File: src/sv/assert_macros.svh
// Assertion macros used by the sequencer core module
`ifndef ASSERT_MACROS_SVH
`define ASSERT_MACROS_SVH

// Same-cycle implication, checked out of reset
`define ASSERT_IMPL(label, clk, rst_n, ante, cons) \
    label: assert property (@(posedge clk) disable iff (!(rst_n)) (ante) |-> (cons)) \
        else $error("assertion failed: same-cycle implication");

// Next-cycle implication, checked out of reset
`define ASSERT_NEXT(label, clk, rst_n, ante, cons) \
    label: assert property (@(posedge clk) disable iff (!(rst_n)) (ante) |=> (cons)) \
        else $error("assertion failed: next-cycle implication");

`endif

File: src/sv/pes_pkg.sv
// Types, codes and constants of the photogate experiment sequencer
package pes_pkg;

    localparam int OPT_W   = 8;
    localparam int TS_W    = 48;
    localparam int DATA_W  = 8;
    localparam int IDX_W   = 3;
    localparam int STAGE_W = 3;

    localparam int CLEAR_SAMPLES_DEF = 5;

    localparam logic [OPT_W-1:0] OPTION_LOW_RST     = 8'd0;
    localparam logic [OPT_W-1:0] OPTION_HIGH_RST    = 8'd255;
    localparam logic [OPT_W-1:0] OPTION_DEFAULT_RST = 8'd0;
    localparam logic             BEAM_GUARD_RST     = 1'b1;
    localparam logic             ACCUMULATE_RST     = 1'b0;

    localparam logic [IDX_W-1:0] REG_OPTION_LOW      = 3'd0;
    localparam logic [IDX_W-1:0] REG_OPTION_HIGH     = 3'd1;
    localparam logic [IDX_W-1:0] REG_OPTION_DEFAULT  = 3'd2;
    localparam logic [IDX_W-1:0] REG_BEAM_GUARD      = 3'd3;
    localparam logic [IDX_W-1:0] REG_ACCUMULATE_MODE = 3'd4;

    typedef enum logic [STAGE_W-1:0] {
        ST_CONFIG  = 3'd0,
        ST_WAITING = 3'd1,
        ST_TIMING  = 3'd2,
        ST_DONE    = 3'd3,
        ST_ERROR   = 3'd4,
        ST_EXIT    = 3'd5
    } t_stage;

    typedef enum logic [1:0] {
        OP_CMD   = 2'd0,
        OP_PULSE = 2'd1,
        OP_TICK  = 2'd2
    } t_op;

    typedef enum logic [1:0] {
        CMD_UP     = 2'd0,
        CMD_DOWN   = 2'd1,
        CMD_SELECT = 2'd2,
        CMD_BACK   = 2'd3
    } t_cmd;

    typedef struct packed {
        logic [1:0]      op;
        logic [1:0]      command;
        logic [TS_W-1:0] timestamp_us;
        logic            beam_blocked;
    } t_req;

    typedef struct packed {
        logic [STAGE_W-1:0] stage_now;
        logic [OPT_W-1:0]   option_now;
        logic [TS_W-1:0]    elapsed_us;
        logic               reading_ready;
        logic               lap_added;
    } t_res;

    typedef struct packed {
        logic [OPT_W-1:0] option_low;
        logic [OPT_W-1:0] option_high;
        logic             beam_guard;
        logic             accumulate_mode;
        logic             option_load;
        logic [OPT_W-1:0] option_load_value;
    } t_cfg;

endpackage

File: src/sv/pes_req_if.sv
// Request channel: valid/ready handshake with the input item fields
interface pes_req_if;
    logic                     valid;
    logic                     ready;
    logic [1:0]               op;
    logic [1:0]               command;
    logic [pes_pkg::TS_W-1:0] timestamp_us;
    logic                     beam_blocked;

    modport source (output valid, output op, output command, output timestamp_us,
                    output beam_blocked, input ready);
    modport sink (input valid, input op, input command, input timestamp_us,
                  input beam_blocked, output ready);
endinterface

File: src/sv/pes_res_if.sv
// Result channel: valid/ready handshake with the result item fields
interface pes_res_if;
    logic                        valid;
    logic                        ready;
    logic [pes_pkg::STAGE_W-1:0] stage_now;
    logic [pes_pkg::OPT_W-1:0]   option_now;
    logic [pes_pkg::TS_W-1:0]    elapsed_us;
    logic                        reading_ready;
    logic                        lap_added;

    modport source (output valid, output stage_now, output option_now, output elapsed_us,
                    output reading_ready, output lap_added, input ready);
    modport sink (input valid, input stage_now, input option_now, input elapsed_us,
                  input reading_ready, input lap_added, output ready);
endinterface

File: src/sv/pes_cfg.sv
// Configuration register file
module pes_cfg (
    input  logic                         i_clk,
    input  logic                         i_rst_n,
    input  logic                         i_cfg_we,
    input  logic [pes_pkg::IDX_W-1:0]    i_cfg_idx,
    input  logic [pes_pkg::DATA_W-1:0]   i_cfg_data,
    output pes_pkg::t_cfg                o_cfg
);

    logic [pes_pkg::OPT_W-1:0] r_option_low;
    logic [pes_pkg::OPT_W-1:0] r_option_high;
    logic                      r_beam_guard;
    logic                      r_accumulate_mode;

    always_ff @(posedge i_clk) begin
        if (!i_rst_n) begin
            r_option_low      <= pes_pkg::OPTION_LOW_RST;
            r_option_high     <= pes_pkg::OPTION_HIGH_RST;
            r_beam_guard      <= pes_pkg::BEAM_GUARD_RST;
            r_accumulate_mode <= pes_pkg::ACCUMULATE_RST;
        end else if (i_cfg_we) begin
            unique case (i_cfg_idx)
                pes_pkg::REG_OPTION_LOW:      r_option_low      <= i_cfg_data;
                pes_pkg::REG_OPTION_HIGH:     r_option_high     <= i_cfg_data;
                pes_pkg::REG_BEAM_GUARD:      r_beam_guard      <= i_cfg_data[0];
                pes_pkg::REG_ACCUMULATE_MODE: r_accumulate_mode <= i_cfg_data[0];
                default: ;
            endcase
        end
    end

    assign o_cfg.option_low        = r_option_low;
    assign o_cfg.option_high       = r_option_high;
    assign o_cfg.beam_guard        = r_beam_guard;
    assign o_cfg.accumulate_mode   = r_accumulate_mode;
    assign o_cfg.option_load       = i_cfg_we && (i_cfg_idx == pes_pkg::REG_OPTION_DEFAULT);
    assign o_cfg.option_load_value = i_cfg_data;

endmodule

File: src/sv/pes_in_stage.sv
// Input register stage for requests
module pes_in_stage (
    input  logic           i_clk,
    input  logic           i_rst_n,
    input  logic           i_valid,
    input  pes_pkg::t_req  i_req,
    output logic           o_ready,
    input  logic           i_advance,
    output logic           o_valid,
    output pes_pkg::t_req  o_req
);

    logic          r_valid;
    pes_pkg::t_req r_req;

    assign o_ready = !r_valid || i_advance;

    always_ff @(posedge i_clk) begin
        if (!i_rst_n) begin
            r_valid <= 1'b0;
        end else if (o_ready) begin
            r_valid <= i_valid;
        end
    end

    always_ff @(posedge i_clk) begin
        if (o_ready && i_valid) begin
            r_req <= i_req;
        end
    end

    assign o_valid = r_valid;
    assign o_req   = r_req;

endmodule

File: src/sv/pes_core.sv
// Stage machine, timing datapath and result register
`include "assert_macros.svh"

module pes_core #(
    parameter int CLEAR_SAMPLES = pes_pkg::CLEAR_SAMPLES_DEF
) (
    input  logic           i_clk,
    input  logic           i_rst_n,
    input  pes_pkg::t_cfg  i_cfg,
    input  logic           i_valid,
    input  pes_pkg::t_req  i_req,
    output logic           o_advance,
    input  logic           i_res_ready,
    output logic           o_res_valid,
    output pes_pkg::t_res  o_res
);

    localparam int CW = $clog2(CLEAR_SAMPLES + 1);
    localparam logic [CW-1:0] CLEAR_MAX = CW'(CLEAR_SAMPLES);

    pes_pkg::t_stage            r_stage, n_stage;
    logic [pes_pkg::OPT_W-1:0]  r_option, n_option;
    logic [pes_pkg::TS_W-1:0]   r_start, n_start;
    logic [pes_pkg::TS_W-1:0]   r_last, n_last;
    logic [pes_pkg::TS_W-1:0]   r_acc, n_acc;
    logic [CW-1:0]              r_clear_count, n_clear_count;
    logic                       r_seen_clear, n_seen_clear;
    logic                       r_res_valid;
    pes_pkg::t_res              r_res, n_res;

    logic                       fire;
    pes_pkg::t_op               op;
    pes_pkg::t_cmd              cmd;
    pes_pkg::t_stage            cmd_stage;
    logic [CW-1:0]              tick_count;
    logic                       tick_arm;
    logic [pes_pkg::TS_W-1:0]   interval;
    logic                       ready_flag;
    logic                       lap_flag;

    assign o_advance = !r_res_valid || i_res_ready;
    assign fire      = i_valid && o_advance;
    assign op        = pes_pkg::t_op'(i_req.op);
    assign cmd       = pes_pkg::t_cmd'(i_req.command);
    assign interval  = i_req.timestamp_us - r_start;

    always_comb begin
        cmd_stage = r_stage;
        if (cmd == pes_pkg::CMD_SELECT) begin
            cmd_stage = pes_pkg::ST_CONFIG;
        end else if (cmd == pes_pkg::CMD_BACK) begin
            cmd_stage = pes_pkg::ST_EXIT;
        end
    end

    always_comb begin
        if (i_req.beam_blocked) begin
            tick_count = '0;
        end else if (r_clear_count < CLEAR_MAX) begin
            tick_count = r_clear_count + CW'(1);
        end else begin
            tick_count = r_clear_count;
        end
        tick_arm = !i_req.beam_blocked && (tick_count >= CLEAR_MAX);
    end

    // next stage
    always_comb begin
        n_stage = r_stage;
        if (fire) begin
            unique case (r_stage)
                pes_pkg::ST_CONFIG: begin
                    if (op == pes_pkg::OP_CMD) begin
                        if (cmd == pes_pkg::CMD_SELECT) begin
                            n_stage = (i_cfg.beam_guard && i_req.beam_blocked)
                                      ? pes_pkg::ST_ERROR : pes_pkg::ST_WAITING;
                        end else if (cmd == pes_pkg::CMD_BACK) begin
                            n_stage = pes_pkg::ST_EXIT;
                        end
                    end
                end
                pes_pkg::ST_WAITING: begin
                    if (op == pes_pkg::OP_CMD) begin
                        n_stage = cmd_stage;
                    end else if (op == pes_pkg::OP_PULSE) begin
                        n_stage = pes_pkg::ST_TIMING;
                    end
                end
                pes_pkg::ST_TIMING: begin
                    if (op == pes_pkg::OP_CMD) begin
                        n_stage = cmd_stage;
                    end else if (op == pes_pkg::OP_PULSE) begin
                        n_stage = i_cfg.accumulate_mode ? pes_pkg::ST_WAITING
                                                        : pes_pkg::ST_DONE;
                    end
                end
                pes_pkg::ST_DONE: begin
                    if (op == pes_pkg::OP_CMD) begin
                        n_stage = cmd_stage;
                    end
                end
                pes_pkg::ST_ERROR: begin
                    if (op == pes_pkg::OP_CMD) begin
                        n_stage = cmd_stage;
                    end else if (op == pes_pkg::OP_TICK && tick_arm) begin
                        n_stage = pes_pkg::ST_WAITING;
                    end
                end
                pes_pkg::ST_EXIT: n_stage = pes_pkg::ST_EXIT;
                default:          n_stage = pes_pkg::ST_EXIT;
            endcase
        end
    end

    // datapath and flags
    always_comb begin
        n_option      = r_option;
        n_start       = r_start;
        n_last        = r_last;
        n_acc         = r_acc;
        n_clear_count = r_clear_count;
        n_seen_clear  = r_seen_clear;
        ready_flag    = 1'b0;
        lap_flag      = 1'b0;
        if (fire) begin
            case (r_stage)
                pes_pkg::ST_CONFIG: begin
                    if (op == pes_pkg::OP_CMD) begin
                        if (cmd == pes_pkg::CMD_UP && r_option < i_cfg.option_high) begin
                            n_option = r_option + 8'd1;
                        end else if (cmd == pes_pkg::CMD_DOWN
                                     && r_option > i_cfg.option_low) begin
                            n_option = r_option - 8'd1;
                        end
                    end
                end
                pes_pkg::ST_WAITING: begin
                    if (op == pes_pkg::OP_PULSE) begin
                        n_start = i_req.timestamp_us;
                    end
                end
                pes_pkg::ST_TIMING: begin
                    if (op == pes_pkg::OP_PULSE) begin
                        n_last = interval;
                        if (i_cfg.accumulate_mode) begin
                            n_acc    = r_acc + interval;
                            lap_flag = 1'b1;
                        end else begin
                            ready_flag = 1'b1;
                        end
                    end
                end
                pes_pkg::ST_ERROR: begin
                    if (op == pes_pkg::OP_CMD && (cmd == pes_pkg::CMD_UP
                                                  || cmd == pes_pkg::CMD_DOWN)) begin
                        n_clear_count = '0;
                        n_seen_clear  = 1'b0;
                    end else if (op == pes_pkg::OP_TICK) begin
                        n_clear_count = tick_count;
                        if (!i_req.beam_blocked) begin
                            n_seen_clear = 1'b1;
                        end
                    end
                end
                default: ;
            endcase
            // leave for config: drop interval and total
            if (r_stage != pes_pkg::ST_CONFIG && n_stage == pes_pkg::ST_CONFIG) begin
                n_last = '0;
                n_acc  = '0;
            end
            // arm: drop total
            if ((r_stage == pes_pkg::ST_CONFIG || r_stage == pes_pkg::ST_ERROR)
                && n_stage == pes_pkg::ST_WAITING) begin
                n_acc = '0;
            end
            // enter error: restart the clear check
            if (r_stage == pes_pkg::ST_CONFIG && n_stage == pes_pkg::ST_ERROR) begin
                n_clear_count = '0;
                n_seen_clear  = 1'b0;
            end
        end
        if (i_cfg.option_load) begin
            n_option = i_cfg.option_load_value;
        end
    end

    always_comb begin
        n_res.stage_now     = n_stage;
        n_res.option_now    = n_option;
        n_res.elapsed_us    = i_cfg.accumulate_mode ? n_acc : n_last;
        n_res.reading_ready = ready_flag;
        n_res.lap_added     = lap_flag;
    end

    always_ff @(posedge i_clk) begin
        if (!i_rst_n) begin
            r_stage       <= pes_pkg::ST_CONFIG;
            r_option      <= pes_pkg::OPTION_DEFAULT_RST;
            r_start       <= '0;
            r_last        <= '0;
            r_acc         <= '0;
            r_clear_count <= '0;
            r_seen_clear  <= 1'b0;
            r_res_valid   <= 1'b0;
        end else begin
            r_stage       <= n_stage;
            r_option      <= n_option;
            r_start       <= n_start;
            r_last        <= n_last;
            r_acc         <= n_acc;
            r_clear_count <= n_clear_count;
            r_seen_clear  <= n_seen_clear;
            if (o_advance) begin
                r_res_valid <= i_valid;
            end
        end
    end

    always_ff @(posedge i_clk) begin
        if (fire) begin
            r_res <= n_res;
        end
    end

    assign o_res_valid = r_res_valid;
    assign o_res       = r_res;

    `ASSERT_IMPL(a_flags_exclusive, i_clk, i_rst_n, r_res_valid,
                 !(r_res.reading_ready && r_res.lap_added))
    `ASSERT_IMPL(a_lap_rearms, i_clk, i_rst_n, r_res_valid && r_res.lap_added,
                 r_res.stage_now == pes_pkg::ST_WAITING)
    `ASSERT_NEXT(a_exit_holds, i_clk, i_rst_n, r_stage == pes_pkg::ST_EXIT,
                 r_stage == pes_pkg::ST_EXIT)
    `ASSERT_IMPL(a_count_bound, i_clk, i_rst_n, 1'b1, r_clear_count <= CLEAR_MAX)

endmodule

File: src/sv/photogate_experiment_sequencer.sv
// Top level of the photogate experiment sequencer
// One request is taken per clock while ready is high; each result passes through the input
// register and then the result register. Every request, of any kind, yields exactly one result.
// The stage, option and timing registers update once per request, which gives a throughput of
// one request per cycle; ready drops only while both the input and the result register hold
// items and the result is not being taken. Configuration is written through a plain write port.
module photogate_experiment_sequencer #(
    parameter int CLEAR_SAMPLES = pes_pkg::CLEAR_SAMPLES_DEF
) (
    input  logic                        i_clk,
    input  logic                        i_rst_n,
    input  logic                        i_cfg_we,
    input  logic [pes_pkg::IDX_W-1:0]   i_cfg_idx,
    input  logic [pes_pkg::DATA_W-1:0]  i_cfg_data,
    pes_req_if.sink                     i_req,
    pes_res_if.source                   o_res
);

    pes_pkg::t_cfg cfg;
    pes_pkg::t_req req_in;
    pes_pkg::t_req req_reg;
    pes_pkg::t_res res;
    logic          req_valid;
    logic          advance;
    logic          res_valid;
    logic          in_ready;

    assign req_in.op           = i_req.op;
    assign req_in.command      = i_req.command;
    assign req_in.timestamp_us = i_req.timestamp_us;
    assign req_in.beam_blocked = i_req.beam_blocked;
    assign i_req.ready         = in_ready;

    pes_cfg u_cfg (
        .i_clk      (i_clk),
        .i_rst_n    (i_rst_n),
        .i_cfg_we   (i_cfg_we),
        .i_cfg_idx  (i_cfg_idx),
        .i_cfg_data (i_cfg_data),
        .o_cfg      (cfg)
    );

    pes_in_stage u_in_stage (
        .i_clk     (i_clk),
        .i_rst_n   (i_rst_n),
        .i_valid   (i_req.valid),
        .i_req     (req_in),
        .o_ready   (in_ready),
        .i_advance (advance),
        .o_valid   (req_valid),
        .o_req     (req_reg)
    );

    pes_core #(
        .CLEAR_SAMPLES (CLEAR_SAMPLES)
    ) u_core (
        .i_clk       (i_clk),
        .i_rst_n     (i_rst_n),
        .i_cfg       (cfg),
        .i_valid     (req_valid),
        .i_req       (req_reg),
        .o_advance   (advance),
        .i_res_ready (o_res.ready),
        .o_res_valid (res_valid),
        .o_res       (res)
    );

    assign o_res.valid         = res_valid;
    assign o_res.stage_now     = res.stage_now;
    assign o_res.option_now    = res.option_now;
    assign o_res.elapsed_us    = res.elapsed_us;
    assign o_res.reading_ready = res.reading_ready;
    assign o_res.lap_added     = res.lap_added;

endmodule
File: src/flat_wrapper.sv
// flat-port wrapper written by rule: the top's interface ports become plain ports
module photogate_experiment_sequencer_flat 
#(
    parameter int CLEAR_SAMPLES = pes_pkg::CLEAR_SAMPLES_DEF
)
  (i_clk, i_rst_n, i_cfg_we, i_cfg_idx, i_cfg_data, i_req_valid, i_req_op, i_req_command, i_req_timestamp_us, i_req_beam_blocked, i_req_ready, o_res_valid, o_res_stage_now, o_res_option_now, o_res_elapsed_us, o_res_reading_ready, o_res_lap_added, o_res_ready);
  pes_req_if i_req_i ();
  pes_res_if o_res_i ();
  input  logic i_clk;
  input  logic i_rst_n;
  input  logic i_cfg_we;
  input  logic [pes_pkg::IDX_W-1:0] i_cfg_idx;
  input  logic [pes_pkg::DATA_W-1:0] i_cfg_data;
  input wire logic [$bits(i_req_i.valid)-1:0] i_req_valid;
  input wire logic [$bits(i_req_i.op)-1:0] i_req_op;
  input wire logic [$bits(i_req_i.command)-1:0] i_req_command;
  input wire logic [$bits(i_req_i.timestamp_us)-1:0] i_req_timestamp_us;
  input wire logic [$bits(i_req_i.beam_blocked)-1:0] i_req_beam_blocked;
  output wire logic [$bits(i_req_i.ready)-1:0] i_req_ready;
  output wire logic [$bits(o_res_i.valid)-1:0] o_res_valid;
  output wire logic [$bits(o_res_i.stage_now)-1:0] o_res_stage_now;
  output wire logic [$bits(o_res_i.option_now)-1:0] o_res_option_now;
  output wire logic [$bits(o_res_i.elapsed_us)-1:0] o_res_elapsed_us;
  output wire logic [$bits(o_res_i.reading_ready)-1:0] o_res_reading_ready;
  output wire logic [$bits(o_res_i.lap_added)-1:0] o_res_lap_added;
  input wire logic [$bits(o_res_i.ready)-1:0] o_res_ready;
  assign i_req_i.valid = i_req_valid;
  assign i_req_i.op = i_req_op;
  assign i_req_i.command = i_req_command;
  assign i_req_i.timestamp_us = i_req_timestamp_us;
  assign i_req_i.beam_blocked = i_req_beam_blocked;
  assign i_req_ready = i_req_i.ready;
  assign o_res_valid = o_res_i.valid;
  assign o_res_stage_now = o_res_i.stage_now;
  assign o_res_option_now = o_res_i.option_now;
  assign o_res_elapsed_us = o_res_i.elapsed_us;
  assign o_res_reading_ready = o_res_i.reading_ready;
  assign o_res_lap_added = o_res_i.lap_added;
  assign o_res_i.ready = o_res_ready;
  photogate_experiment_sequencer #(.CLEAR_SAMPLES(CLEAR_SAMPLES)) u_core (.i_clk(i_clk), .i_rst_n(i_rst_n), .i_cfg_we(i_cfg_we), .i_cfg_idx(i_cfg_idx), .i_cfg_data(i_cfg_data), .i_req(i_req_i), .o_res(o_res_i));
endmodule
File: config.mk
export PLATFORM = sky130hd
export DESIGN_NAME = photogate_experiment_sequencer_flat
export DESIGN_NICKNAME = d
export VERILOG_FILES = /design/src/sv/pes_pkg.sv /design/src/sv/pes_req_if.sv /design/src/sv/pes_res_if.sv /design/src/sv/pes_cfg.sv /design/src/sv/pes_in_stage.sv /design/src/sv/pes_core.sv /design/src/sv/photogate_experiment_sequencer.sv /design/src/flat_wrapper.sv
export VERILOG_INCLUDE_DIRS = /design/src /design/src/sv
export SDC_FILE = /design/constraint.sdc
export NUM_CORES = 1
export LEC_CHECK = 0
export BUFFER_PORTS_ARGS = -buffer_cell sky130_fd_sc_hd__buf_2
export CAP_MARGIN = 10
export CORE_UTILIZATION = 49
export DETAILED_ROUTE_END_ITERATION = 7
export PLACE_DENSITY = 0.64
export SETUP_SLACK_MARGIN = 0.4
export SYNTH_ARGS = -nofsm -noshare
export SYNTH_HDL_FRONTEND = slang
export SYNTH_SLANG_ARGS = --single-unit
File: constraint.sdc
create_clock -name i_clk -period 8.8 [get_ports i_clk]
set_input_delay 0.44 -clock i_clk [delete_from_list [all_inputs] [get_ports i_clk]]
set_output_delay 0.44 -clock i_clk [all_outputs]
set_load 0.01 [all_outputs]
==> impl_metrics.toml, run 1 <==
[status]
outcome = "finished clean"

[worst_setup_path]
cp_slowest_stage_delay_ns = 0.84
arrival_ns = 6.14
crit_slowest_cell = "a2111oi_1"
crit_path_end_kind = "flip-flop"
cp.required_ns = 9.07
cp_cell_sequence = "inv_1, ha_1, fa_1, nor2b_1, o21a_1, o21ai_1, a2111oi_1, o31ai_2, o21bai_1, xor2_1, ha_1, nor2_1, o21ai_1, o2111ai_1, a311oi_1, o21ai_0, o31ai_2, a31oi_1, xnor2_1, a22oi_2, mux2i_1"
cp_max_fo = 5
path_class = "flip-flop to flip-flop"
startpoint_type = "flip-flop"

[layout]
drive_gt1_frac = 0.130
syn2layout_area_growth_pct = 12.4
fillers = 3147
nNetsFinal = 2193

[hold_path]
hold_class = "primary input to flip-flop"

[floorplan]
initial_core_util = 0.500
io_pins = 132
die-area_um2 = 36100
rows = 68
core-area_um2 = 34600
die_h_um = 190
dieWidth_um = 190

[yosys]
synth_fa_ha_area_frac = 0.0855
ys_seq_area_frac = 0.404
synth_cell_types = 89
synth_edf_count = 114
synth-seq-cells = 292
syn_area_per_cell_um2 = 8.98
muxShareOfSynthArea = 0.0301
syn-cell-area_um2 = 17300
synthFlopType = "dfxtp_1"
synthSimpleGateAreaFrac = 0.151
syn_inst = 1928
synth_compound_area_frac = 0.237
synthArstFlopShare = 0
syn_nets = 2114
synth_top_family_by_area = "compound AO/OA/AOI/OAI gates"
ys_warn_count = 0
synth_xor_area_frac = 0.0430

[pwr]
irDropWorstVdd_uv = 154
combPwrFrac = 0.133
switching_share = 0.261
leakagePower_nw = 7.92
power.share.clock = 0.446
p_seq_frac = 0.421
p_int_mw = 2.56
pwr_density_cell_nw_per_um2 = 178
power.total_mw = 3.47
switching_power_mw = 0.904

[timing]
min_period_over_period = 0.668
period_minus_slack_ns = 5.88
fin_tns_setup_ns = 0
fmax_mhz = 170
finalClockSkew_ns = 0.0176
setup_viol = 0
slew_headroom = 0.367
finalMaxSlewViolations = 0
hold_violations = 0
tightest_slew_ns = 0.947
rsz0062_at_grt = "false"

[cts]
clockBufferDepth = 3
cts_tree = "done"
numCtsBuffers = 34
root_buffer = "clkbuf_16"
clk_latency_ns = 0.55
cts_sinks = 292
cts_max_level = 2
cts_setup_buffers = 0
hold_buffers = 0
cts.clk_slew.worst_paths_ns = 0.06
cts-resized-gates = 0

[routing]
drt-initial-drc-count = 912
vias_per_cell = 5.80
first_pass_iters = 5
wire_per_inst_um = 18.9
ant_nets = 0
drc = 0
routed_wl_um = 47100
vias = 14500

[global_routing]
grtUsageTotal = 0.261
antenna_found_initial = 6
grt.overflow.total = 0
grt_pass1_wl_um = 74100
grt_pass1_vias = 13800
grt_max_degree = 75

[placed_design]
globalplace.congestion = 0.892
io_buffers = 131
dpl.hpwl_um = 34600

[flow_run]
drv_cap = 0
[logic make-up (layout without fill, tap and decap cells)]
kind of cell,count (synthesis),count (layout)
AOI/OAI and AO/OA,589,589
and+or+nand+nor,583,583
DFF,292,292
buffers and inverters,210,315
adders and majority gates,117,117
xor gates and xnor gates,85,85
muxes,52,52
other,0,4
[worst max-delay path, delay by kind of cell (launching register included)]
kind            cells  cell delay [ns]
xor+xnor            2             0.52
buf+inv             1             0.05
flops               1             0.35
simple gates        2             0.19
mux                 1             0.09
fa+ha+maj           3             0.92
compound gates     12             3.49
[flip-flops by register name (all words and copies together) (netlist names), 8 cells and up]
name,count
u_core.u_cfg.r_option_low,8
u_core.u_cfg.r_option_high,8
u_core.u_in_stage.o_req,53
u_core.u_core.r_option,8
u_core.u_core.o_res,61
u_core.u_core.r_last,48
u_core.u_core.r_acc,48
u_core.u_core.r_start,48
[power by group through the flow]
stage	registers (mW)	clock network, mW	logic [mW]
global route	1.46	1.63	0.504
finish	1.46	1.55	0.462
global placement	1.49	0	0.453
detailed placement	1.49	0	0.454
floorplan	1.49	0	0.317
CTS	1.46	1.58	0.457
[routing by layer]
layer | global-route usage | part of all wire | up-vias | routed length, um
li1 | - | - | 7105 | -
met1 | 0.362 | 0.47 | 6846 | 22300
met2 | 0.407 | 0.44 | 405 | 20700
met3 | 0.0467 | 0.058 | 88 | 2720
met4 | 0.0890 | 0.027 | 6 | 1290
met5 | 0 | 0.00085 | - | 40
[per-stage QoR]
| stage | setup WS (ns) | hold slack, ns | util | instance area [um^2] | cells |
|---|---|---|---|---|---|
| after floorplan | 4.05 | 0.436 | - | 17300 | 1928 |
| after global placement | 3.18 | 0.442 | 0.526 | 18200 | 2426 |
| after detailed placement | 3.08 | 0.447 | 0.526 | 18200 | 2426 |
| after CTS | 3.04 | 0.0444 | 0.562 | 19400 | 2488 |
| after global routing | 2.62 | 0.0583 | 0.562 | 19400 | 2489 |
| final | 2.92 | 0.0750 | 0.562 | 19500 | 2492 |
[synth_stat cells (all sizes together) (4+ instances only)]
master	count	area, um^2
or2	8	50.1
mux2i	51	510
a22oi	84	791
a21o	67	503
xnor2	50	438
nor2	186	701
nand3	21	105
and2	8	50.1
ha	115	1440
o211ai	16	125
buf	22	154
a31oi	24	165
nor2b	18	113
a32oi	5	58.8
o31ai	14	115
clkbuf	79	297
o21a	21	158
and3	9	56.3
a21oi	193	988
nand2b	16	100
nor4	7	58.8
nand3b	5	37.5
edfxtp	114	3420
or3	13	81.3
nor3b	5	37.5
dfxtp	178	3560
inv	109	409
a211oi	18	140
nand2	228	856
o2111ai	9	78.8
a2111oi	4	73.8
a221oi	6	65.1
nor3	23	115
o21bai	20	150
a21boi	4	30.0
o21ai	71	363
nand4	25	156
xor2	35	307
[worst paths after layout]
| path | start | endpoint | slack, ns | cells after the start |
|---|---|---|---|---|
| worst max-delay path | u_core.u_in_stage.o_req[1] | u_core.u_core.o_res[47] | 2.92 | 21 |
| worst min-delay path | i_req_timestamp_us[45] | u_core.u_in_stage.o_req[46] | 0.07 | 1 |
| worst max register to register | u_core.u_in_stage.o_req[1] | u_core.u_core.o_res[47] | 2.92 | 21 |
| worst min register to register | u_core.u_core.r_start[9] | u_core.u_core.r_start[9] | 0.45 | 2 |
[layout by cell type, fill, tap and decap left out, types with 51 or more instances in the layout]
master / instances
inv_1: 105
o21ai_0: 51
nand2_1: 228
nor2_1: 182
edfxtp_1: 114
a21o_1: 67
ha_1: 115
buf_2: 131
a21oi_1: 189
a22oi_1: 52
mux2i_1: 51
dfxtp_1: 178
[cell type report]
| type | instances | area [um^2] | share of cell area |
|---|---|---|---|
| diodes | 4 | 10.0 | 0.000515 |
| clock buffers | 49 | 1000 | 0.0515 |
| clock inverters | 13 | 221 | 0.0114 |
| inverters | 109 | 412 | 0.0212 |
| multi-input cells | 1426 | 9500 | 0.488 |
| flip-flops and latches | 292 | 6990 | 0.359 |
| well taps | 455 | 569 | 0.0293 |
| repair buffers | 144 | 753 | 0.0387 |
No activity file was read; power rests on OpenSTA's default activity.
==> run 2, diff against run 1 <==
--- a/config.mk
+++ b/config.mk
@@ -10,7 +10,7 @@
 export CAP_MARGIN = 10
 export CORE_UTILIZATION = 49
 export DETAILED_ROUTE_END_ITERATION = 7
-export PLACE_DENSITY = 0.64
+export PLACE_DENSITY = 0.67
 export SETUP_SLACK_MARGIN = 0.4
 export SYNTH_ARGS = -nofsm -noshare
 export SYNTH_HDL_FRONTEND = slang
==> constraint.sdc (replaced) <==
create_clock -name i_clk -period 4.9 [get_ports i_clk]
set_input_delay 0.245 -clock i_clk [delete_from_list [all_inputs] [get_ports i_clk]]
set_output_delay 0.245 -clock i_clk [all_outputs]
set_load 0.01 [all_outputs]
==> impl_metrics.toml, run 2 (synthesis results as in run 1) <==
[global_routing]
grtUsageTotal = 0.275
grt.overflow.total = 0
grt_pass1_wl_um = 79600
grt_max_degree = 85
antenna_found_initial = 0
grt_pass1_vias = 15400

[cts]
clockBufferDepth = 3
clk_latency_ns = 0.59
root_buffer = "clkbuf_16"
cts_sinks = 292
cts_max_level = 1
cts.clk_slew.worst_paths_ns = 0.06
numCtsBuffers = 31
cts_tree = "done"

[worst_setup_path]
cp_max_fo = 4
startpoint_type = "flip-flop"
crit_path_end_kind = "flip-flop"
arrival_ns = 5.24
path_class = "flip-flop to flip-flop"
cp.required_ns = 5.19

[placed_design]
placed_area_um2 = 19900
pre_cts_ws_ns = -0.377
dpl.hpwl_um = 36200
io_buffers = 131
globalplace.congestion = 0.949

[layout]
largest_reg_flops = 61
design_area_um2 = 23400
nNetsFinal = 2521
insertedDiodeCount = 0
final_cell_mix = "buf_4 (257), nand2_1 (225), dfxtp_1 (177)"
syn2layout_area_growth_pct = 35.2
multiInputGateArea_um2 = 10800
final_common_cell = "buf_4"
drive_gt1_frac = 0.294
fin_util = 0.676
fillers = 2780
seqCellArea_um2 = 6990

[status]
outcome = "finished, violations left"
violations = "negative setup slack"

[timing]
whs_ns = 0.0333
rsz0062_at_grt = "true"
fin_tns_setup_ns = -0.0695
finalClockSkew_ns = 0.0180
min_period_over_period = 1.01
tightest_slew_ns = 0.952
fin_ws_ns = -0.0518
finalMaxSlewViolations = 0
setup_viol = 3
hold_violations = 0
period_minus_slack_ns = 4.95
fmax_mhz = 202
slew_headroom = 0.365

[pwr]
pwr_density_cell_nw_per_um2 = 275
leakagePower_nw = 9.69
irDropWorstVdd_uv = 264

[floorplan]
io_pins = 132
dieWidth_um = 190
initial_core_util = 0.500
rows = 68
die-area_um2 = 36100
core-area_um2 = 34600
die_h_um = 190

[routing]
drt-initial-drc-count = 1034
wire_per_inst_um = 18.1
first_pass_iters = 5
routed_wl_um = 50900
vias = 15800
vias_per_cell = 5.63
drc = 0
ant_nets = 0

[flow_run]
drv_cap = 0

[hold_path]
hold_class = "primary input to flip-flop"
-- run 2: changes by cell type in the layout (fill, tap and decap cells not counted), moves of 22 or more --
cell and change:
buf_6 +22, buf_4 +244, a21oi_1 -23, dlygate4sd3_1 +64, ha_4 +23, ha_1 -27
-- run 2: final cells by class --
type                            count  area share
Clock inverter                     20      0.0125
Tap cell                          455      0.0243
Sequential cell                   292       0.299
Multi-Input combinational cell   1426       0.463
Inverter                          109      0.0176
Clock buffer                       37      0.0350
Timing Repair Buffer              475       0.149
-- run 2: power breakdown --
part | internal, mW | total, mW | switching (mW)
Clock | 1.56 | 2.58 | 1.02
Sequential | 2.58 | 2.62 | 0.0376
Combinational | 0.554 | 1.23 | 0.679
-- run 2: path summary, 6_finish.rpt --
path / to / slack (ns) / cells after the start / from
max reg2reg: u_core.u_core.o_res[49] / -0.05 / 23 / u_core.u_in_stage.o_req[2]
min: u_core.u_cfg.r_beam_guard / 0.03 / 4 / i_cfg_idx[0]
max: u_core.u_core.o_res[49] / -0.05 / 23 / u_core.u_in_stage.o_req[2]
min reg2reg: u_core.u_core.r_start[11] / 0.45 / 2 / u_core.u_core.r_start[11]
-- run 2: layer usage --
metal,wire (um),vias to the layer above,global-route usage
li1,-,7760,-
met1,23400,7532,0.384
met2,23500,454,0.447
met3,2660,99,0.0291
met4,1360,0,0.0859
met5,0,-,0
-- run 2: per-stage QoR --
step	total power, mW	std cells
3_3_place_gp	3.66	2648
4_1_cts	6.37	2793
5_1_grt	6.66	2814
3_5_place_dp	3.68	2648
2_1_floorplan	3.24	1928
6_report	6.43	2814
-- run 2: what timing repair did --
action	in CTS	in global routing
pin swaps	54	62
endpoints found under the setup margin	51	61
hold buffers	64	0
hold endpoints to repair	72	0
buffers inserted	24	21
gates resized for setup	131	118
-- run 2: worst max-delay path, cell delays in order (launching register included) --
cell and delay (ns):
edfxtp_1 0.39, ha_1 0.30, nor2b_4 0.13, o31a_1 0.31, buf_6 0.13, o31a_1 0.26
o21ai_2 0.15, a21boi_2 0.08, o21a_1 0.18, nor2_2 0.13, xnor2_2 0.10, ha_1 0.35
nand2_2 0.08, or3_1 0.36, or4_4 0.47, a31oi_4 0.29, nor4_4 0.09, nor2_2 0.15
a221oi_2 0.09, xnor2_1 0.15, buf_4 0.15, buf_4 0.12, nand2_1 0.08, a32oi_2 0.12
==> run 3, diff against run 2 <==
--- a/config.mk
+++ b/config.mk
@@ -6,11 +6,12 @@
 export SDC_FILE = /design/constraint.sdc
 export NUM_CORES = 1
 export LEC_CHECK = 0
+export ABC_AREA = 1
 export BUFFER_PORTS_ARGS = -buffer_cell sky130_fd_sc_hd__buf_2
 export CAP_MARGIN = 10
 export CORE_UTILIZATION = 49
 export DETAILED_ROUTE_END_ITERATION = 7
-export PLACE_DENSITY = 0.67
+export PLACE_DENSITY = 0.66
 export SETUP_SLACK_MARGIN = 0.4
 export SYNTH_ARGS = -nofsm -noshare
 export SYNTH_HDL_FRONTEND = slang
==> impl_metrics.toml, run 3 <==
[hold_path]
hold_class = "primary input to flip-flop"
whs_path_depth = 3

[pwr]
leakagePower_nw = 10.9
pwr_density_cell_nw_per_um2 = 267
irDropWorstVdd_uv = 381
power.total_mw = 6.59

[yosys]
synthFlopType = "dfxtp_1"
synth_xor_area_frac = 0.0181
syn_area_per_cell_um2 = 6.70
synthArstFlopShare = 0
syn_inst = 3040
synth_cell_types = 46
ys_warn_count = 0
syn_nets = 3226
synth_top_area_share = 0.175
synth_commonest_cells = "nand2_1 (865), inv_1 (433), nor2_1 (263)"
synth_area_leaders = "dfxtp_1 (17%), edfxtp_1 (17%), nand2_1 (16%)"
ys_seq_area_frac = 0.343
synth_compound_area_frac = 0.161
muxShareOfSynthArea = 0.00344
synth_edf_count = 114
post-synth-top-area-cell = "dfxtp_1"
yosysMostFrequentCell = "nand2_1"
synth_fa_ha_area_frac = 0.0726
synth-seq-cells = 292
synth_top_family_by_area = "simple AND/OR/NAND/NOR gates"
synthSimpleGateAreaFrac = 0.299
syn-cell-area_um2 = 20400

[status]
outcome = "finished clean"

[routing]
vias_per_cell = 5.53
wl_met3_um = 5080
ant_nets = 0
routed_wl_um = 74900
vias = 21100
top_layer_used = "met4"
wl_met2_um = 34700
m1WireLength_um = 31900
drt-initial-drc-count = 2009
first_pass_iters = 7
drc = 0
wire_per_inst_um = 19.6

[timing]
setup_viol = 0
hold_violations = 0
period_minus_slack_ns = 4.40
fmax_mhz = 227
finalMaxSlewViolations = 0
tightest_slew_ns = 1.23
finalClockSkew_ns = 0.0214
min_period_over_period = 0.898
rsz0062_at_grt = "true"
whs_ns = 0.0561
fin_tns_setup_ns = 0
slew_headroom = 0.178

[worst_setup_path]
arrival_ns = 4.70
crit_slowest_cell = "xnor2_1"
cp.required_ns = 5.20
startpoint_type = "flip-flop"
path_buf_inv = 3
crit_path_end_kind = "flip-flop"
cpMostUsedCell = "nand2_1"
cp_cell_sequence = "inv_1, ha_2, fa_2, inv_2, nand3_1, nand2_2, buf_4, a21oi_4, xnor2_1, ha_1, a21oi_1, o21bai_1, a21oi_2, nand2_4, nand2_1, nand2_1, or2_2, nand3_1, o21ai_0, nand2_1, o21ai_0, nand2_1, nand2_1"
path_class = "flip-flop to flip-flop"
cp_max_fo = 5
rr_worst_depth = 23
path_delay_family = "simple AND/OR/NAND/NOR gates"
cp.depth = 23
cp_slowest_stage_delay_ns = 0.38

[floorplan]
core-area_um2 = 40900
initial_core_util = 0.498
rows = 74
die_h_um = 206
io_pins = 132
dieWidth_um = 206
die-area_um2 = 42400

[layout]
final_common_cell = "nand2_1"
nNetsFinal = 3446
syn2layout_area_growth_pct = 21.3
largest_reg_flops = 61
fillers = 3890
final_cell_mix = "nand2_1 (843), inv_1 (427), a21oi_1 (226)"
drive_gt1_frac = 0.161
insertedDiodeCount = 0

[cts]
cts_max_level = 2
numCtsBuffers = 35
root_buffer = "clkbuf_16"
cts_sinks = 292
clockBufferDepth = 3
clk_latency_ns = 0.57
cts_tree = "done"
cts.clk_slew.worst_paths_ns = 0.06

[placed_design]
io_buffers = 131
globalplace.congestion = 0.991
dpl.hpwl_um = 56000

[global_routing]
grtUsageTotal = 0.345
grt.overflow.total = 0
grt_max_degree = 83
antenna_found_initial = 0
grt_pass1_wl_um = 111000
grt_pass1_vias = 20000

[flow_run]
drv_cap = 0
run 3: cell count changes after synthesis, moves of 23 or more:
cell / previous run / this run
a21o_1: 67 / 13
a21oi_1: 189 / 258
a22oi_1: 52 / 0
a22oi_2: 32 / 0
clkbuf_1: 79 / 56
inv_1: 107 / 433
mux2i_1: 51 / 7
nand2_1: 228 / 865
nand3_1: 21 / 148
nor2_1: 185 / 263
o21ai_0: 51 / 230
xnor2_1: 50 / 15
run 3: kinds of logic after synthesis:
kind of cell    after synthesis
mux                           7
fa+ha+maj                   117
xor+xnor                     42
flops                       292
simple gates               1441
buf+inv                     537
compound gates              604
run 3: path summary, 6_finish.rpt:
path                          endpoint  slack, ns                       start
max            u_core.u_core.o_res[23]       0.50  u_core.u_in_stage.o_req[1]
min          u_core.u_cfg.r_beam_guard       0.06                i_cfg_idx[0]
max reg2reg    u_core.u_core.o_res[23]       0.50  u_core.u_in_stage.o_req[1]
min reg2reg  u_core.u_core.r_start[36]       0.46   u_core.u_core.r_start[36]
run 3: what timing repair did:
action	CTS	global route
resized for setup	42	207
endpoints found under the hold margin	74	0
setup buffers	2	10
hold buffers	67	0
pin swaps	1	24
endpoints found under the setup margin	41	62
run 3: per-layer routing:
metal  track usage  up-vias
li1              -    10300
met5             0        -
met3        0.0374      162
met2         0.568      820
met1         0.454     9868
met4         0.154        0
run 3: area by class of cell:
class	count	area (um^2)	share of cell area
flip-flops and latches	292	6990	0.283
clock inverters	16	229	0.00926
repair buffers	267	1840	0.0746
inverters	453	1710	0.0691
multi-input cells	2211	12300	0.497
well taps	532	666	0.0269
clock buffers	48	986	0.0399
run 3: metrics by stage:
stage                     instances  setup slack (ns)  instance area, um^2  utilization
after floorplan                3040              1.13                20400            -
after global placement         3676            -0.125                21700        0.531
after detailed placement       3676            -0.107                21700        0.531
after CTS                      3809             0.385                23800        0.582
after global routing           3819             0.327                24700        0.604
final                          3819             0.501                24700        0.604
run 3: worst min-delay path, delay by kind of cell:
family / cells / cell delay, ns
buffers and inverters: 1 / 0.13
AOI/OAI and AO/OA: 1 / 0.07
and+or+nand+nor: 1 / 0.11
run 3: power breakdown:
group	internal [mW]	switching (mW)	leakage, nW
clock network	1.69	1.13	0.591
registers	2.59	0.0397	2.55
logic	0.388	0.768	7.80
